`src/rtl/u2u_pkg.sv`:
```
`default_nettype none

package u2u_pkg;

  // Field widths of the byte and unit channels.
  localparam int BYTE_W  = 8;
  localparam int UNIT_W  = 16;
  localparam int TOT_W   = 31;
  localparam int CP_W    = 21;
  localparam int MAX_W   = 31;

  // Default width of the saturating unit counter.
  localparam int COUNT_BITS_DEF = 31;

  // Result queue geometry.
  localparam int Q_DEPTH = 4;
  localparam int Q_AW    = $clog2(Q_DEPTH);
  localparam int Q_CW    = $clog2(Q_DEPTH + 1);

  // Code point and surrogate constants.
  localparam logic [CP_W-1:0]   SUPP_BASE = 21'h10000;
  localparam logic [UNIT_W-1:0] HI_SURR   = 16'hD800;
  localparam logic [UNIT_W-1:0] LO_SURR   = 16'hDC00;

  // One result item as held in the output queue.
  typedef struct packed {
    logic [UNIT_W-1:0] code_unit;
    logic              unit_valid;
    logic              last_of_item;
    logic              end_of_stream;
    logic [TOT_W-1:0]  total_units;
  } res_t;

endpackage

`default_nettype wire

```
`src/rtl/u2u_in_if.sv`:
```
`default_nettype none

interface u2u_in_if;
  import u2u_pkg::*;

  logic              valid;
  logic              ready;
  logic [BYTE_W-1:0] byte_in;
  logic              last_byte;

  modport source (output valid, output byte_in, output last_byte, input ready);
  modport sink   (input valid, input byte_in, input last_byte, output ready);
endinterface

`default_nettype wire

```
`src/rtl/u2u_out_if.sv`:
```
`default_nettype none

interface u2u_out_if;
  import u2u_pkg::*;

  logic              valid;
  logic              ready;
  logic [UNIT_W-1:0] code_unit;
  logic              unit_valid;
  logic              last_of_item;
  logic              end_of_stream;
  logic [TOT_W-1:0]  total_units;

  modport source (output valid, output code_unit, output unit_valid, output last_of_item,
                  output end_of_stream, output total_units, input ready);
  modport sink   (input valid, input code_unit, input unit_valid, input last_of_item,
                  input end_of_stream, input total_units, output ready);
endinterface

`default_nettype wire

```
`src/rtl/utf8_to_utf16_decoder.sv`:
```
// A result item is written into the registered result queue when its byte is accepted.
// Bytes are accepted one per cycle while two result slots are free; a surrogate pair fills two queue entries.
// Input ready comes from the registered fill level of a four-entry result queue,
// which accepts a byte whenever two result slots are free.
// Reset (rst_n, synchronous, active low) clears the decode state, the unit counter,
// the capacity register and the queue.
`default_nettype none

module utf8_to_utf16_decoder #(
  parameter int COUNT_BITS = u2u_pkg::COUNT_BITS_DEF
) (
  input  wire logic                       clk,
  input  wire logic                       rst_n,
  u2u_in_if.sink                          in_ch,
  u2u_out_if.source                       out_ch,
  input  wire logic                       cfg_we,
  input  wire logic [u2u_pkg::MAX_W-1:0]  cfg_wdata
);
  import u2u_pkg::*;

  localparam int EXT_W = COUNT_BITS + TOT_W;
  localparam int CMP_W = ((COUNT_BITS > MAX_W) ? COUNT_BITS : MAX_W) + 2;

  // Counter value as reported on total_units.
  function automatic logic [TOT_W-1:0] to_tot(input logic [COUNT_BITS-1:0] x);
    logic [EXT_W-1:0] e;
    e = {{TOT_W{1'b0}}, x};
    return e[TOT_W-1:0];
  endfunction

  logic [MAX_W-1:0]      max_r;
  logic [1:0]            pend_r, pend_nxt;
  logic [CP_W-1:0]       pcp_r, pcp_nxt;
  logic [COUNT_BITS-1:0] units_r, units_nxt;
  logic                  stopped_r, stopped_nxt;

  res_t                  q_r [Q_DEPTH];
  logic [Q_AW-1:0]       head_r;
  logic [Q_CW-1:0]       count_r, count_nxt;

  logic                  accept, pop;
  logic [BYTE_W-1:0]     b;

  // Sequence decode results.
  logic [1:0]            pend_d;
  logic [CP_W-1:0]       pcp_d;
  logic                  have_cp;
  logic [CP_W-1:0]       cp;
  logic                  as_lead;

  // Unit generation.
  logic                  need2, over;
  logic [CMP_W-1:0]      units_ext, max_ext, sum_ext;
  logic [COUNT_BITS-1:0] u1, u2;
  logic [CP_W-1:0]       v;
  logic [UNIT_W-1:0]     hi_unit, lo_unit;
  res_t                  e0, e1;
  logic [1:0]            push;
  logic [Q_AW-1:0]       tail0, tail1;

  assign b      = in_ch.byte_in;
  assign accept = in_ch.valid && in_ch.ready;
  assign pop    = out_ch.valid && out_ch.ready;

  // A byte may make two results, so two free slots are required.
  assign in_ch.ready = (count_r <= Q_CW'(Q_DEPTH - 2));

  // Continuation and lead byte decode.
  always_comb begin
    pend_d  = pend_r;
    pcp_d   = pcp_r;
    have_cp = 1'b0;
    cp      = '0;
    as_lead = 1'b1;
    if (!stopped_r) begin
      if (pend_r != 2'd0) begin
        if (b[7:6] == 2'b10) begin
          as_lead = 1'b0;
          pcp_d   = {pcp_r[CP_W-7:0], b[5:0]};
          pend_d  = pend_r - 2'd1;
          if (pend_d == 2'd0) begin
            have_cp = 1'b1;
            cp      = pcp_d;
            pcp_d   = '0;
          end
        end else begin
          // Broken sequence: drop it and decode this byte as a fresh lead.
          pend_d = 2'd0;
          pcp_d  = '0;
        end
      end
      if (as_lead) begin
        if (!b[7]) begin
          have_cp = 1'b1;
          cp      = {{(CP_W-8){1'b0}}, b};
        end else if (!b[6]) begin
          // Stray continuation byte is dropped.
        end else if (!b[5]) begin
          pcp_d  = {{(CP_W-5){1'b0}}, b[4:0]};
          pend_d = 2'd1;
        end else if (!b[4]) begin
          pcp_d  = {{(CP_W-4){1'b0}}, b[3:0]};
          pend_d = 2'd2;
        end else if (!b[3]) begin
          pcp_d  = {{(CP_W-3){1'b0}}, b[2:0]};
          pend_d = 2'd3;
        end
      end
    end
  end

  // Capacity check, saturating count and surrogate split.
  always_comb begin
    need2     = (cp[CP_W-1:16] != '0);
    units_ext = CMP_W'(units_r);
    max_ext   = CMP_W'(max_r);
    sum_ext   = units_ext + (need2 ? CMP_W'(2) : CMP_W'(1));
    over      = (max_r != '0) && (sum_ext > max_ext);
    u1        = (units_r != '1) ? units_r + 1'b1 : units_r;
    u2        = (u1 != '1) ? u1 + 1'b1 : u1;
    v         = cp - SUPP_BASE;
    hi_unit   = HI_SURR + {5'b0, v[20:10]};
    lo_unit   = LO_SURR + {6'b0, v[9:0]};
  end

  // Result items and next stream state.
  always_comb begin
    e0          = '0;
    e1          = '0;
    push        = 2'd0;
    pend_nxt    = pend_d;
    pcp_nxt     = pcp_d;
    units_nxt   = units_r;
    stopped_nxt = stopped_r;
    if (have_cp && over) begin
      stopped_nxt = 1'b1;
      pend_nxt    = 2'd0;
      pcp_nxt     = '0;
    end else if (have_cp && !need2) begin
      e0.code_unit     = cp[UNIT_W-1:0];
      e0.unit_valid    = 1'b1;
      e0.last_of_item  = 1'b1;
      e0.end_of_stream = in_ch.last_byte;
      e0.total_units   = to_tot(u1);
      push             = 2'd1;
      units_nxt        = u1;
    end else if (have_cp) begin
      e0.code_unit     = hi_unit;
      e0.unit_valid    = 1'b1;
      e0.total_units   = to_tot(u1);
      e1.code_unit     = lo_unit;
      e1.unit_valid    = 1'b1;
      e1.last_of_item  = 1'b1;
      e1.end_of_stream = in_ch.last_byte;
      e1.total_units   = to_tot(u2);
      push             = 2'd2;
      units_nxt        = u2;
    end
    // Final byte with no unit gives a bare end marker.
    if (push == 2'd0 && in_ch.last_byte) begin
      e0.last_of_item  = 1'b1;
      e0.end_of_stream = 1'b1;
      e0.total_units   = to_tot(units_r);
      push             = 2'd1;
    end
    if (in_ch.last_byte) begin
      pend_nxt    = 2'd0;
      pcp_nxt     = '0;
      units_nxt   = '0;
      stopped_nxt = 1'b0;
    end
  end

  // Control registers and stream state.
  always_ff @(posedge clk) begin
    if (!rst_n) begin
      max_r     <= '0;
      pend_r    <= 2'd0;
      pcp_r     <= '0;
      units_r   <= '0;
      stopped_r <= 1'b0;
      head_r    <= '0;
      count_r   <= '0;
    end else begin
      if (cfg_we) begin
        max_r <= cfg_wdata;
      end
      if (accept) begin
        pend_r    <= pend_nxt;
        pcp_r     <= pcp_nxt;
        units_r   <= units_nxt;
        stopped_r <= stopped_nxt;
      end
      if (pop) begin
        head_r <= head_r + 1'b1;
      end
      count_r <= count_nxt;
    end
  end

  // Queue fill level.
  always_comb begin
    count_nxt = count_r;
    if (accept) begin
      count_nxt = count_nxt + Q_CW'(push);
    end
    if (pop) begin
      count_nxt = count_nxt - 1'b1;
    end
  end

  assign tail0 = head_r + count_r[Q_AW-1:0];
  assign tail1 = tail0 + 1'b1;

  // Result queue storage.
  always_ff @(posedge clk) begin
    if (accept && push != 2'd0) begin
      q_r[tail0] <= e0;
    end
    if (accept && push == 2'd2) begin
      q_r[tail1] <= e1;
    end
  end

  assign out_ch.valid         = (count_r != '0);
  assign out_ch.code_unit     = q_r[head_r].code_unit;
  assign out_ch.unit_valid    = q_r[head_r].unit_valid;
  assign out_ch.last_of_item  = q_r[head_r].last_of_item;
  assign out_ch.end_of_stream = q_r[head_r].end_of_stream;
  assign out_ch.total_units   = q_r[head_r].total_units;

  // The queue never overfills.
  a_q_bound: assert property (@(posedge clk) disable iff (!rst_n)
    count_r <= Q_CW'(Q_DEPTH))
    else $error("result queue overfilled");

  // The final byte of a stream leaves a clean decode state.
  a_stream_clear: assert property (@(posedge clk) disable iff (!rst_n)
    accept && in_ch.last_byte |=> pend_r == 2'd0 && units_r == '0 && !stopped_r)
    else $error("stream state not cleared after final byte");

  // Once output has stopped, no sequence stays pending.
  a_stop_idle: assert property (@(posedge clk) disable iff (!rst_n)
    stopped_r |-> pend_r == 2'd0)
    else $error("sequence pending after output stop");

  // The end of a stream is always the last result of its byte.
  a_eos_last: assert property (@(posedge clk) disable iff (!rst_n)
    out_ch.valid && out_ch.end_of_stream |-> out_ch.last_of_item)
    else $error("end of stream on a result that is not last of its byte");

endmodule

`default_nettype wire
```
`src/flat_wrapper.sv`:
```
// flat-port wrapper written by rule: the top's interface ports become plain ports
module utf8_to_utf16_decoder_flat import u2u_pkg::*;
#(
  parameter int COUNT_BITS = u2u_pkg::COUNT_BITS_DEF
)
  (clk, rst_n, cfg_we, cfg_wdata, in_ch_valid, in_ch_byte_in, in_ch_last_byte, in_ch_ready, out_ch_valid, out_ch_code_unit, out_ch_unit_valid, out_ch_last_of_item, out_ch_end_of_stream, out_ch_total_units, out_ch_ready);
  u2u_in_if in_ch_i ();
  u2u_out_if out_ch_i ();
  input  wire logic clk;
  input  wire logic rst_n;
  input  wire logic cfg_we;
  input  wire logic [u2u_pkg::MAX_W-1:0] cfg_wdata;
  input wire logic [$bits(in_ch_i.valid)-1:0] in_ch_valid;
  input wire logic [$bits(in_ch_i.byte_in)-1:0] in_ch_byte_in;
  input wire logic [$bits(in_ch_i.last_byte)-1:0] in_ch_last_byte;
  output wire logic [$bits(in_ch_i.ready)-1:0] in_ch_ready;
  output wire logic [$bits(out_ch_i.valid)-1:0] out_ch_valid;
  output wire logic [$bits(out_ch_i.code_unit)-1:0] out_ch_code_unit;
  output wire logic [$bits(out_ch_i.unit_valid)-1:0] out_ch_unit_valid;
  output wire logic [$bits(out_ch_i.last_of_item)-1:0] out_ch_last_of_item;
  output wire logic [$bits(out_ch_i.end_of_stream)-1:0] out_ch_end_of_stream;
  output wire logic [$bits(out_ch_i.total_units)-1:0] out_ch_total_units;
  input wire logic [$bits(out_ch_i.ready)-1:0] out_ch_ready;
  assign in_ch_i.valid = in_ch_valid;
  assign in_ch_i.byte_in = in_ch_byte_in;
  assign in_ch_i.last_byte = in_ch_last_byte;
  assign in_ch_ready = in_ch_i.ready;
  assign out_ch_valid = out_ch_i.valid;
  assign out_ch_code_unit = out_ch_i.code_unit;
  assign out_ch_unit_valid = out_ch_i.unit_valid;
  assign out_ch_last_of_item = out_ch_i.last_of_item;
  assign out_ch_end_of_stream = out_ch_i.end_of_stream;
  assign out_ch_total_units = out_ch_i.total_units;
  assign out_ch_i.ready = out_ch_ready;
  utf8_to_utf16_decoder #(.COUNT_BITS(COUNT_BITS)) u_core (.clk(clk), .rst_n(rst_n), .in_ch(in_ch_i), .out_ch(out_ch_i), .cfg_we(cfg_we), .cfg_wdata(cfg_wdata));
endmodule
```
`config.mk`:
```
export PLATFORM = sky130hd
export DESIGN_NAME = utf8_to_utf16_decoder_flat
export DESIGN_NICKNAME = d
export VERILOG_FILES = /design/src/rtl/u2u_pkg.sv /design/src/rtl/u2u_in_if.sv /design/src/rtl/u2u_out_if.sv /design/src/rtl/utf8_to_utf16_decoder.sv /design/src/flat_wrapper.sv
export SDC_FILE = /design/constraint.sdc
export NUM_CORES = 1
export LEC_CHECK = 0
export BUFFER_PORTS_ARGS = -buffer_cell sky130_fd_sc_hd__buf_2
export CAP_MARGIN = 0
export CORE_MARGIN = 2
export CORE_UTILIZATION = 35
export DETAILED_ROUTE_END_ITERATION = 7
export GPL_TIMING_DRIVEN = 0
export PLACE_DENSITY = 0.49
export SYNTH_ARGS = -nofsm -noshare
export SYNTH_HDL_FRONTEND = slang
export SYNTH_SLANG_ARGS = --single-unit
```
`constraint.sdc`:
```
create_clock -name clk -period 19.4 [get_ports clk]
set_input_delay 4.85 -clock clk [delete_from_list [all_inputs] [get_ports clk]]
set_output_delay 4.85 -clock clk [all_outputs]
set_load 0.1 [all_outputs]
```
After elaboration in Yosys (flattened, before gate mapping)
Memories as Yosys holds them, arrays and structs flattened. A register that Yosys moved wholly into a read port is not among the register bits.
Index checks and enable logic that the tools add are counted.
Cells by class
  $add $sub $neg: 12
  magnitude comparators: 2
  equality and inequality tests: 6
  multiplexer cells: 69
  reductions and logical operators: 21
Operators by type and width (count)
  two-way mux 21 bit: 18
  two-way mux 31 bit: 8
  two-way mux 50 bit: 4
  adder 31 x 1 -> 31 bit, second input constant: 2
  != test 31 bit, second input constant: 2
  two-way mux 2 bit: 19
  two-way mux 17 bit: 2
  adder 31 x 33 -> 33 bit: 1
  > comparator 33 x 31 -> 1 bit: 1
  two-way mux 33 bit: 1
  nonzero test 31 bit: 1
  subtractor 21 x 17 -> 21 bit, second input constant: 1
  adder 15 x 11 -> 16 bit, first input constant: 1
  adder 15 x 12 -> 16 bit, first input constant: 1
  two-way mux 1 bit: 15
  logical AND 1 bit: 8
  two-way mux 3 bit: 2
  nonzero test 2 bit: 3
  nonzero test 3 bit: 2
  nonzero test 5 bit: 1
  adder 2 x 1 -> 2 bit, second input constant: 2
  equality test 2 bit, second input constant: 2
  logical NOT 2 bit: 2
  AND reduction 2 bit: 2
  other kinds (9): 9
Word-level totals
  register bits after elaboration: 91
  bits in writable memories: 200
  output and inout bits: 52
  word-level logic and storage cells: 118
  memories kept: 1
Memory list
  u_core.q_r: depth 4, width 50, read ports 1, clocked after memory_dff 1, wr ports 2, RTL line utf8_to_utf16_decoder.sv:37  | res_t q_r [Q_DEPTH];

Logic depth before layout (Yosys ltp)
Gate-level depths: netlist of run 1.
  depth after elaboration: 22
  mapped depth: 40
  depth with buffers taken out: 35

Worst setup path after synthesis of run 1
OpenSTA, ideal clock, no wires.
  kind: input to register
  start: in in_ch_byte_in[7]
  end: mem u_core.q_r[3][0] (netlist bit) (enable)
  library setup time: 0.403 ns
  arrival: 12.221 ns
  required time: 18.997 ns
  slack: 6.776 ns
  stages: 28
  cells stage by stage: clkbuf_1 nor3b_1 nand2_1 nor2_1 clkbuf_1 nand2_1 ha_1 o21ai_1 inv_1 clkbuf_1 fa_1 or3_1 clkbuf_1 nor3_1 nand2_1 xnor2_1 ha_1 and4_1 or4b_2 nor4_1 a41oi_1 o31ai_2 nand2_1 nor2_1 inv_2 nor2_1 nor2_1 inv_1
RTL lines
  from (decl): RTL line flat_wrapper.sv:14  | input wire logic [$bits(in_ch_i.byte_in)-1:0] in_ch_byte_in;
  to (decl): RTL line utf8_to_utf16_decoder.sv:37

==> metrics.csv, run 1 <==
stage,metric,value,unit
synth,synth-edff-count,196,
synth,synth_top_family_by_area,compound AO/OA/AOI/OAI gates,
run_status,status,completed,
sta,slew_viol_final,0,
finish,synthToLayoutAreaGrowth,13.7,%
sta,hold_violations,0,
synth,syn_area_per_cell,10.1,um2
synth,synth_warnings,0,
drt,drcViolationCount,0,
finish,mostFrequentLayoutCell,edfxtp_1,
drt,ant_nets,0,
sta,finalSetupTns,0,ns
power,sequentialPowerShare,32.4,%
grt,grt_pass1_vias,14144,
synth,ys_ff_latch,287,
synth,synthAdderAreaFrac,3.24,%
worst_setup_path,critPathLaunchType,input port,
finish,fillers,4765,
worst_setup_path,critPathRequiredTime,19.63,ns
synth,syn_nets,1770,
grt,grt_first_pass_wirelength,92900,um
clocking,clk_pin_slew_worst_paths,0.06,ns
clocking,clkLatencyLatePin,0.56,ns
placed_design,dp_hpwl,46900,um
finish,mostFrequentLayoutCells,"edfxtp_1 (196), nand2_1 (150), o22ai_1 (119), clkbuf_1 (110), nor2_1 (110)",
drt,drtIter0Drc,1584,
synth,syn-cell-area,17100,um2
finish,final_cells,2456,
power,pwr-share-clk,25.3,%
finish,diodes,0,
die,core-area,47900,um2
die,die_w,225,um
grt,antenna_found_initial,0,
die,pin_count,97,
finish,drive_above_1_share,13.7,%
finish,fin_util,40.5,%
placed_design,placedCellCount,2392,
die,start_util,35.6,%
worst_setup_path,slowest_delay,0.81,ns
power,total_power,2.45,mW
drt,vias_per_cell,5.97,
power,p_switching,1.13,mW
die,die_h,225,um
sta,fin_skew,0.0276,ns
sta,worst_hold_slack,0.466,ns
clocking,holdBufCountCts,0,
clocking,clock-sinks,287,
drt,num_vias,14672,
worst_setup_path,crit_path_end_kind,register,
hold_path,min_path_type,register to register,
worst_setup_path,worstPathArrival,14.92,ns
drt,drt_wl_total,62900,um
power,ir_drop,117,uV
clocking,cts_tree,done,
clocking,cts_buffers,36,
grt,globalRouteTotalUtil,24.8,%
synth,synth_top_area_share,34.5,%
power,p_leak,6.52,nW
worst_setup_path,critical_path.max_fanout,25,
grt,grt_max_degree,50,
worst_setup_path,cp_slowest_cell,nor2_1,
sta,finalSetupViolations,0,
sta,fin_crit_sh,75.7,%
clocking,cts_setup_buffers,0,
synth,synth_compound_area_share,16.9,%
sta,finalCriticalPeriod,14.69,ns
die,rows,80,
sta,slew_headroom,4.10,%
sta,worst_pin_slew,1.43,ns
sta,clock.fmax,0.0681,GHz
sta,rsz0062_at_grt,false,
power,power_frac_comb,42.3,%
synth,synthXorXnorAreaFrac,5.79,%
clocking,clockBufferDepth,3,
clocking,cts_resized,0,
drt,drt_pre_antenna_iters,7,
worst_setup_path,crit_type,input port to register,
synth,postSynthCellCount,1682,
power,power_density,126,nW/um2
flow_run,cap_violations,0,
synth,async_flop_share,0,%
power,switching_share,46.2,%
clocking,htreeDepth,2,
grt,grt_overflow,0,
synth,synth_ff_type,edfxtp_1,
power,internal_power,1.32,mW
synth,muxShareOfSynthArea,8.89,%
placed_design,port_buffers,92,
clocking,cts_root_buffer,clkbuf_16,
synth,synth_top_area_cell,edfxtp_1,
synth,ys_seq_area_share,45.2,%
synth,synth_cell_types,80,
synth,synth_simple_gate_area_share,15.6,%
placed_design,place.gp.congestion,0.913,
worst_setup_path,cpMostUsedCell,nand2_1,
finish,nNetsFinal,1903,
die,dieArea,50500,um2
drt,wl_per_cell,25.6,um
synth,synth_area_leaders,"edfxtp_1 (34%), dfxtp_1 (11%), mux4_2 (6.6%)",
final timing paths:
| kind | start | endpoint | slack [ns] | cells past startpoint |
|---|---|---|---|---|
| max | in_ch_byte_in[7] | u_core.q_r[3][17]$_DFFE_PP_ | 4.71 | 29 |
| min reg2reg | u_core.q_r[0][47]$_SDFFE_PP0P_ | u_core.q_r[0][47]$_SDFFE_PP0P_ | 0.47 | 2 |
| min | u_core.q_r[0][47]$_SDFFE_PP0P_ | u_core.q_r[0][47]$_SDFFE_PP0P_ | 0.47 | 2 |
| max reg2reg | u_core.pend_r[0]$_SDFFE_PN0P_ | u_core.q_r[3][17]$_DFFE_PP_ | 8.54 | 31 |
power by group through the flow:
stage	clock [mW]	combinational [mW]	sequential, mW
after floorplan	0	0.829	0.796
after global placement	0	1.03	0.809
after detailed placement	0	1.05	0.806
after CTS	0.628	1.05	0.794
after global routing	0.648	1.08	0.802
final	0.619	1.04	0.794
synthesized netlist by cell type (all sizes together), types with 5 or more instances:
cell type	n
a211oi	9
a21boi	5
a21oi	71
a22o	31
a31oi	36
and2	17
and3	11
buf	28
clkbuf	101
dfxtp	91
edfxtp	196
ha	41
inv	55
mux2i	38
mux4	50
nand2	152
nand3	61
nand4	29
nor2	110
nor2b	43
nor3	36
nor4	24
o2111ai	8
o211ai	13
o21ai	91
o221ai	5
o22ai	119
o311ai	11
o31ai	7
or2	9
or3	16
xnor2	73
xor2	39
critical path, delay by kind of cell:
kind	cells	cell delay (ns)
AO/OA/AOI/OAI	3	0.88
buffers and inverters	8	2.61
AND/OR/NAND/NOR	14	5.20
XOR/XNOR	1	0.16
adder cells (fa/ha/maj)	3	1.16
stage by stage:
stage / setup WS (ns) / instance area (um2)
final: 4.71 / 19400
after global routing: 4.11 / 19400
after CTS: 4.90 / 19400
after detailed placement: 4.36 / 18400
after global placement: 3.26 / 18300
after floorplan: 6.78 / 17100
layer usage:
| layer | wire [um] | part of all wire, % | track usage (%) |
|---|---|---|---|
| met1 | 27100 | 43 | 34.1 |
| met4 | 1740 | 2.8 | 8.14 |
| met2 | 29000 | 46 | 39.5 |
| met5 | 0 | 0 | 0 |
| met3 | 5030 | 8.0 | 4.56 |
state kept, by name, summed over array words and instances (netlist names), named ones only:
name              flops
u_core.head_r         2
u_core.pend_r         2
u_core.units_r       31
u_core.q_r          200
u_core.pcp_r         15
u_core.stopped_r      1
u_core.count_r        3
u_core.max_r         31
logic make-up (layout without fill, tap and decap cells):
kind of cell | count (synthesis) | in the layout
buffers and inverters | 184 | 343
adders and majority gates | 43 | 43
and+or+nand+nor | 527 | 527
xor gates and xnor gates | 112 | 112
AOI/OAI and AO/OA | 440 | 440
muxes | 89 | 89
DFF | 287 | 287
area by class of cell:
class                   count  area (um2)  share of cell area [%]
well taps                 615         769                    3.96
plain buffers             129         537                    2.77
flip-flops and latches    287        7710                    39.7
inverters                  55         206                    1.06
multi-input cells        1211        8620                    44.4
clock buffers              46         938                    4.83
repair buffers             95         520                    2.68
clock inverters            18         108                   0.554
(Power assumes the default switching activity.)
==> inputs of run 2 (changes only) <==
--- a/config.mk
+++ b/config.mk
@@ -11,7 +11,7 @@
 export CORE_UTILIZATION = 35
 export DETAILED_ROUTE_END_ITERATION = 7
 export GPL_TIMING_DRIVEN = 0
-export PLACE_DENSITY = 0.49
+export PLACE_DENSITY = 0.5
 export SYNTH_ARGS = -nofsm -noshare
 export SYNTH_HDL_FRONTEND = slang
 export SYNTH_SLANG_ARGS = --single-unit
==> constraint.sdc (replaced) <==
create_clock -name clk -period 11.8 [get_ports clk]
set_input_delay 2.95 -clock clk [delete_from_list [all_inputs] [get_ports clk]]
set_output_delay 2.95 -clock clk [all_outputs]
set_load 0.1 [all_outputs]
==> run 2 against run 1 <==
  * Clock power increased by 68%
  * Flip-flop and latch count unchanged
  * Global-route usage decreased by 0.26 points
  * Combinational power increased by 64%
  * Utilization increased by 0.16 points
  * First-iteration DRC count increased by 5.0%
  * Cell area increased by 0.39%
  * Sequential power increased by 64%
  * Highest routed layer unchanged
  * Count of clock-buffer cells in the layout increased by 6
  * Via count decreased by 0.96%
==> metrics.csv, run 2 (synthesized netlist as in run 1, its figures left out) <==
stage,metric,value,unit
run_status,status,completed,
worst_setup_path,cpMostUsedCell,ha_1,
finish,largest_reg_flops,200,
clocking,clock-sinks,287,
finish,nNetsFinal,1900,
finish,fin_util,40.6,%
worst_setup_path,reg2reg_to,u_core.count_r[2]$_SDFF_PN0_,
drt,drt_pre_antenna_iters,5,
sta,worst_pin_slew,1.33,ns
sta,slew_viol_final,0,
finish,final_cells,2450,
clocking,cts_tree,done,
worst_setup_path,critical_path.max_fanout,11,
finish,postLayoutCellArea,19500,um2
clocking,htreeDepth,2,
worst_setup_path,cp_slowest_cell,or4b_2,
die,core-area,47900,um2
drt,vias_per_cell,5.93,
grt,grt_overflow,0,
worst_setup_path,r2r_cells,38,
finish,diodes,0,
sta,worst_hold_slack,0.461,ns
finish,fillers,4793,
drt,drcViolationCount,0,
placed_design,dp_hpwl,46500,um
grt,globalRouteTotalUtil,24.5,%
worst_setup_path,critPathLaunchType,input port,
hold_path,min_path_cells,2,
sta,fin_skew,0.0230,ns
die,pin_count,97,
finish,mostFrequentLayoutCell,edfxtp_1,
worst_setup_path,crit_type,input port to register,
power,total_power,4.05,mW
clocking,clockBufferDepth,3,
grt,grt_max_degree,50,
die,die_h,225,um
sta,clock.fmax,0.0901,GHz
die,dieArea,50500,um2
placed_design,place.gp.congestion,0.911,
hold_path,hold_end,u_core.q_r[0][47]$_SDFFE_PP0P_,
die,start_util,35.6,%
placed_design,port_buffers,92,
flow_run,cap_violations,0,
worst_setup_path,r2r-start,u_core.pend_r[0]$_SDFFE_PN0P_,
finish,reg_top3,"u_core.q_r: 200 flops, u_core.max_r: 31 flops, u_core.units_r: 31 flops",
placed_design,placedCellCount,2392,
sta,rsz0062_at_grt,false,
power,power_density,208,nW/um2
sta,fin_ws,0.704,ns
drt,drt_wl_total,62200,um
finish,largest-register,u_core.q_r,
finish,drive_above_1_share,14.3,%
hold_path,min_path_type,register to register,
clocking,cts_buffers,34,
worst_setup_path,regToRegSetupSlack,2.51,ns
grt,antenna_found_initial,0,
sta,fin_crit_sh,94.0,%
clocking,cts_setup_buffers,0,
power,ir_drop,201,uV
drt,wl_per_cell,25.4,um
placed_design,place_area,18400,um2
drt,drtIter0Drc,1663,
worst_setup_path,crit_path_end_kind,register,
drt,num_vias,14531,
sta,finalCriticalPeriod,11.10,ns
power,p_leak,6.54,nW
grt,grt_pass1_vias,14107,
clocking,holdBufCountCts,0,
clocking,clk_pin_slew_worst_paths,0.06,ns
worst_setup_path,worstPathArrival,11.54,ns
sta,hold_violations,0,
sta,finalSetupViolations,0,
placed_design,place_ws,-1.32,ns
sta,slew_headroom,10.7,%
clocking,clkLatencyLatePin,0.56,ns
die,die_w,225,um
finish,mostFrequentLayoutCells,"edfxtp_1 (196), nand2_1 (149), o22ai_1 (119), buf_2 (109), clkbuf_1 (109)",
worst_setup_path,critPathRequiredTime,12.24,ns
hold_path,worstHoldStart,u_core.q_r[0][47]$_SDFFE_PP0P_,
sta,finalSetupTns,0,ns
grt,grt_first_pass_wirelength,92100,um
die,rows,80,
clocking,cts_root_buffer,clkbuf_16,
drt,ant_nets,0,
finish,synthToLayoutAreaGrowth,14.2,%
worst_setup_path,slowest_delay,0.66,ns
==> run 2: cell count changes in the layout (fill, tap and decap cells not counted), sizes merged <==
cell    before  now
clkbuf     147  152
clkinv      16    6
inv         57   55
bufinv       0    1
==> run 2: area by class of cell <==
type,instances,area [um2],area share [%]
Sequential cell,287,7710,39.6
Buffer,128,537,2.75
Tap cell,615,769,3.95
Inverter,55,211,1.09
Timing Repair Buffer,95,520,2.67
Multi-Input combinational cell,1211,8670,44.5
Clock buffer,52,991,5.09
Clock inverter,7,81.3,0.417
==> run 2: how the worst max path moves through the flow <==
stage	start	endpoint	depth (start not counted)
2_1_floorplan	in_ch_byte_in[7]	u_core.q_r[3][0]$_DFFE_PP_	28
3_3_place_gp	in_ch_byte_in[7]	u_core.q_r[3][17]$_DFFE_PP_	28
3_5_place_dp	in_ch_byte_in[7]	u_core.q_r[3][17]$_DFFE_PP_	29
4_1_cts	in_ch_byte_in[7]	u_core.count_r[1]$_SDFF_PN0_	35
5_1_grt	in_ch_byte_in[7]	u_core.count_r[1]$_SDFF_PN0_	35
6_report	in_ch_byte_in[7]	u_core.count_r[2]$_SDFF_PN0_	36
==> run 2: repair_timing <==
item                                    4_1_cts  5_1_grt
hold endpoints to repair                      0        0
resized for setup                             7       10
pin swaps                                     0        0
endpoints found under the setup margin      197      281
==> run 2: critical path, delay by kind of cell <==
kind,cells,cell delay (ns)
simple gates,15,3.43
fa+ha+maj,6,1.96
buf+inv,8,1.91
compound gates,5,0.92
xor+xnor,2,0.32
==> run 2: report_power, final <==
| part | internal [mW] | switching, mW | total [mW] |
|---|---|---|---|
| clock | 0.603 | 0.433 | 1.04 |
| combinational | 0.343 | 1.37 | 1.71 |
| sequential | 1.26 | 0.0463 | 1.30 |
| total | 2.20 | 1.85 | 4.05 |
==> run 2: per-layer routing <==
layer,part of all wire (%),vias up,GRT usage [%]
li1,-,6653,-
met1,43,7077,33.5
met2,46,692,39.1
met3,9.0,109,5.34
met4,2.6,0,7.09
met5,0,-,0
==> inputs of run 3 (changes only) <==
--- a/config.mk
+++ b/config.mk
@@ -11,7 +11,7 @@
 export CORE_UTILIZATION = 35
 export DETAILED_ROUTE_END_ITERATION = 7
 export GPL_TIMING_DRIVEN = 0
-export PLACE_DENSITY = 0.5
+export PLACE_DENSITY = 0.51
 export SYNTH_ARGS = -nofsm -noshare
 export SYNTH_HDL_FRONTEND = slang
 export SYNTH_SLANG_ARGS = --single-unit
==> run 3 against run 2 <==
  * Via count up 0.43%
  * Critical path depth down 7
  * First-iteration DRC count up 10%
  * Clock skew down 0.0012 ns
  * Largest cell class unchanged
  * Highest routed layer unchanged
==> metrics.csv, run 3 (synthesized netlist as in run 1, its figures left out) <==
stage,metric,value,unit
run_status,status,completed,
finish,mostFrequentLayoutCell,edfxtp_1,
finish,mostFrequentLayoutCells,"edfxtp_1 (196), nand2_1 (149), o22ai_1 (119), buf_2 (109), nor2_1 (107)",
worst_setup_path,critical_path.max_fanout,31,
flow_run,cap_violations,0,
placed_design,placedCellCount,2392,
finish,nNetsFinal,1901,
power,pwr-share-clk,28.1,%
worst_setup_path,worstPathArrival,11.62,ns
finish,diodes,0,
worst_setup_path,crit_type,input port to register,
die,rows,80,
clocking,cts_setup_buffers,0,
sta,rsz0062_at_grt,false,
worst_setup_path,cp_slowest_cell,or4b_2,
placed_design,dp_hpwl,46200,um
drt,drcViolationCount,0,
clocking,clock-sinks,287,
placed_design,place_area,18400,um2
sta,fin_crit_sh,96.5,%
worst_setup_path,critPathRequiredTime,12.03,ns
sta,fin_skew,0.0218,ns
die,die_w,225,um
worst_setup_path,critPathLaunchType,input port,
grt,grt_overflow,0,
finish,synthToLayoutAreaGrowth,15.2,%
clocking,clk_pin_slew_worst_paths,0.06,ns
clocking,cts_resized,6,
power,power_frac_comb,40.9,%
sta,slew_headroom,8.41,%
worst_setup_path,slowest_delay,0.72,ns
grt,grt_first_pass_wirelength,92900,um
power,p_leak,6.63,nW
hold_path,min_path_type,register to register,
finish,largest-register,u_core.q_r,
finish,final_cells,2455,
drt,vias_per_cell,5.94,
clocking,cts_root_buffer,clkbuf_16,
clocking,cts_tree,done,
drt,drt_pre_antenna_iters,6,
finish,drive_above_1_share,14.8,%
grt,globalRouteTotalUtil,24.7,%
grt,antenna_found_initial,0,
die,pin_count,97,
die,core-area,47900,um2
die,dieArea,50500,um2
sta,slew_viol_final,0,
sta,clock.fmax,0.0878,GHz
grt,grt_pass1_vias,14235,
finish,fin_util,41.0,%
drt,wl_per_cell,25.4,um
drt,drtIter0Drc,1830,
placed_design,place.gp.congestion,0.927,
clocking,htreeDepth,2,
finish,regArea,7710,um2
finish,multi_input_area,8670,um2
power,power_density,214,nW/um2
power,total_power,4.20,mW
power,ir_drop,221,uV
sta,worst_hold_slack,0.454,ns
sta,worst_pin_slew,1.36,ns
die,start_util,35.6,%
finish,largest_reg_flops,200,
placed_design,port_buffers,92,
die,die_h,225,um
worst_setup_path,crit_path_end_kind,register,
power,internal_power,2.32,mW
finish,reg_top3,"u_core.q_r: 200 flops, u_core.max_r: 31 flops, u_core.units_r: 31 flops",
clocking,clockBufferDepth,3,
clocking,cts_buffers,36,
clocking,holdBufCountCts,0,
worst_setup_path,cpMostUsedCell,nand2_1,
drt,ant_nets,0,
sta,finalSetupViolations,0,
finish,fillers,4694,
power,switching_share,44.8,%
drt,drt_wl_total,62300,um
finish,postLayoutCellArea,19700,um2
drt,num_vias,14594,
power,sequentialPowerShare,31.0,%
clocking,clkLatencyLatePin,0.57,ns
sta,hold_violations,0,
sta,finalCriticalPeriod,11.39,ns
grt,grt_max_degree,50,
power,p_switching,1.88,mW
[run 3: layout make-up]
cell class,instances,share of cell area [%]
buffer,127,2.70
clock buffer,48,5.17
clock inverter,17,1.19
inverter,55,1.06
multi-input combinational,1211,44.1
sequential,287,39.2
tap,615,3.91
timing repair buffer,95,2.65
[run 3: critical path: cells and delay by family]
kind                     cells  cell delay [ns]
adder cells (fa/ha/maj)      3             1.16
AO/OA/AOI/OAI                3             0.67
XOR/XNOR                     1             0.15
buffers and inverters        8             2.23
AND/OR/NAND/NOR             14             4.41
[run 3: worst paths after layout]
check	from	endpoint	slack, ns	cells past startpoint
setup / recovery	in_ch_byte_in[7]	u_core.q_r[1][11]$_DFFE_PP_	0.41	29
hold / removal	u_core.q_r[0][47]$_SDFFE_PP0P_	u_core.q_r[0][47]$_SDFFE_PP0P_	0.45	2
hold reg to reg	u_core.q_r[0][47]$_SDFFE_PP0P_	u_core.q_r[0][47]$_SDFFE_PP0P_	0.45	2
setup reg to reg	u_core.pend_r[0]$_SDFFE_PN0P_	u_core.q_r[1][11]$_DFFE_PP_	2.36	31
[run 3: per-layer routing]
metal | global-route usage (%) | vias to the layer above | part of all wire [%]
met5 | 0 | - | 0
met4 | 7.37 | 0 | 2.8
met3 | 4.48 | 114 | 8.2
met2 | 38.9 | 643 | 46
met1 | 34.5 | 7191 | 43
li1 | - | 6646 | -
[run 3: power by group through the flow]
stage	sequential, mW	clock [mW]	combinational (mW)
finish	1.30	1.18	1.72
global route	1.31	1.24	1.78
CTS	1.30	1.20	1.72
detailed placement	1.32	0	1.72
global placement	1.33	0	1.70
floorplan	1.31	0	1.36
[run 3: metrics by stage]
step | setup WS, ns | TNS [ns]
2_1_floorplan | 1.08 | 0
3_3_place_gp | -2.42 | -472.03
3_5_place_dp | -1.38 | -239.11
4_1_cts | 0.00904 | 0
5_1_grt | 0.00768 | 0
6_report | 0.411 | 0
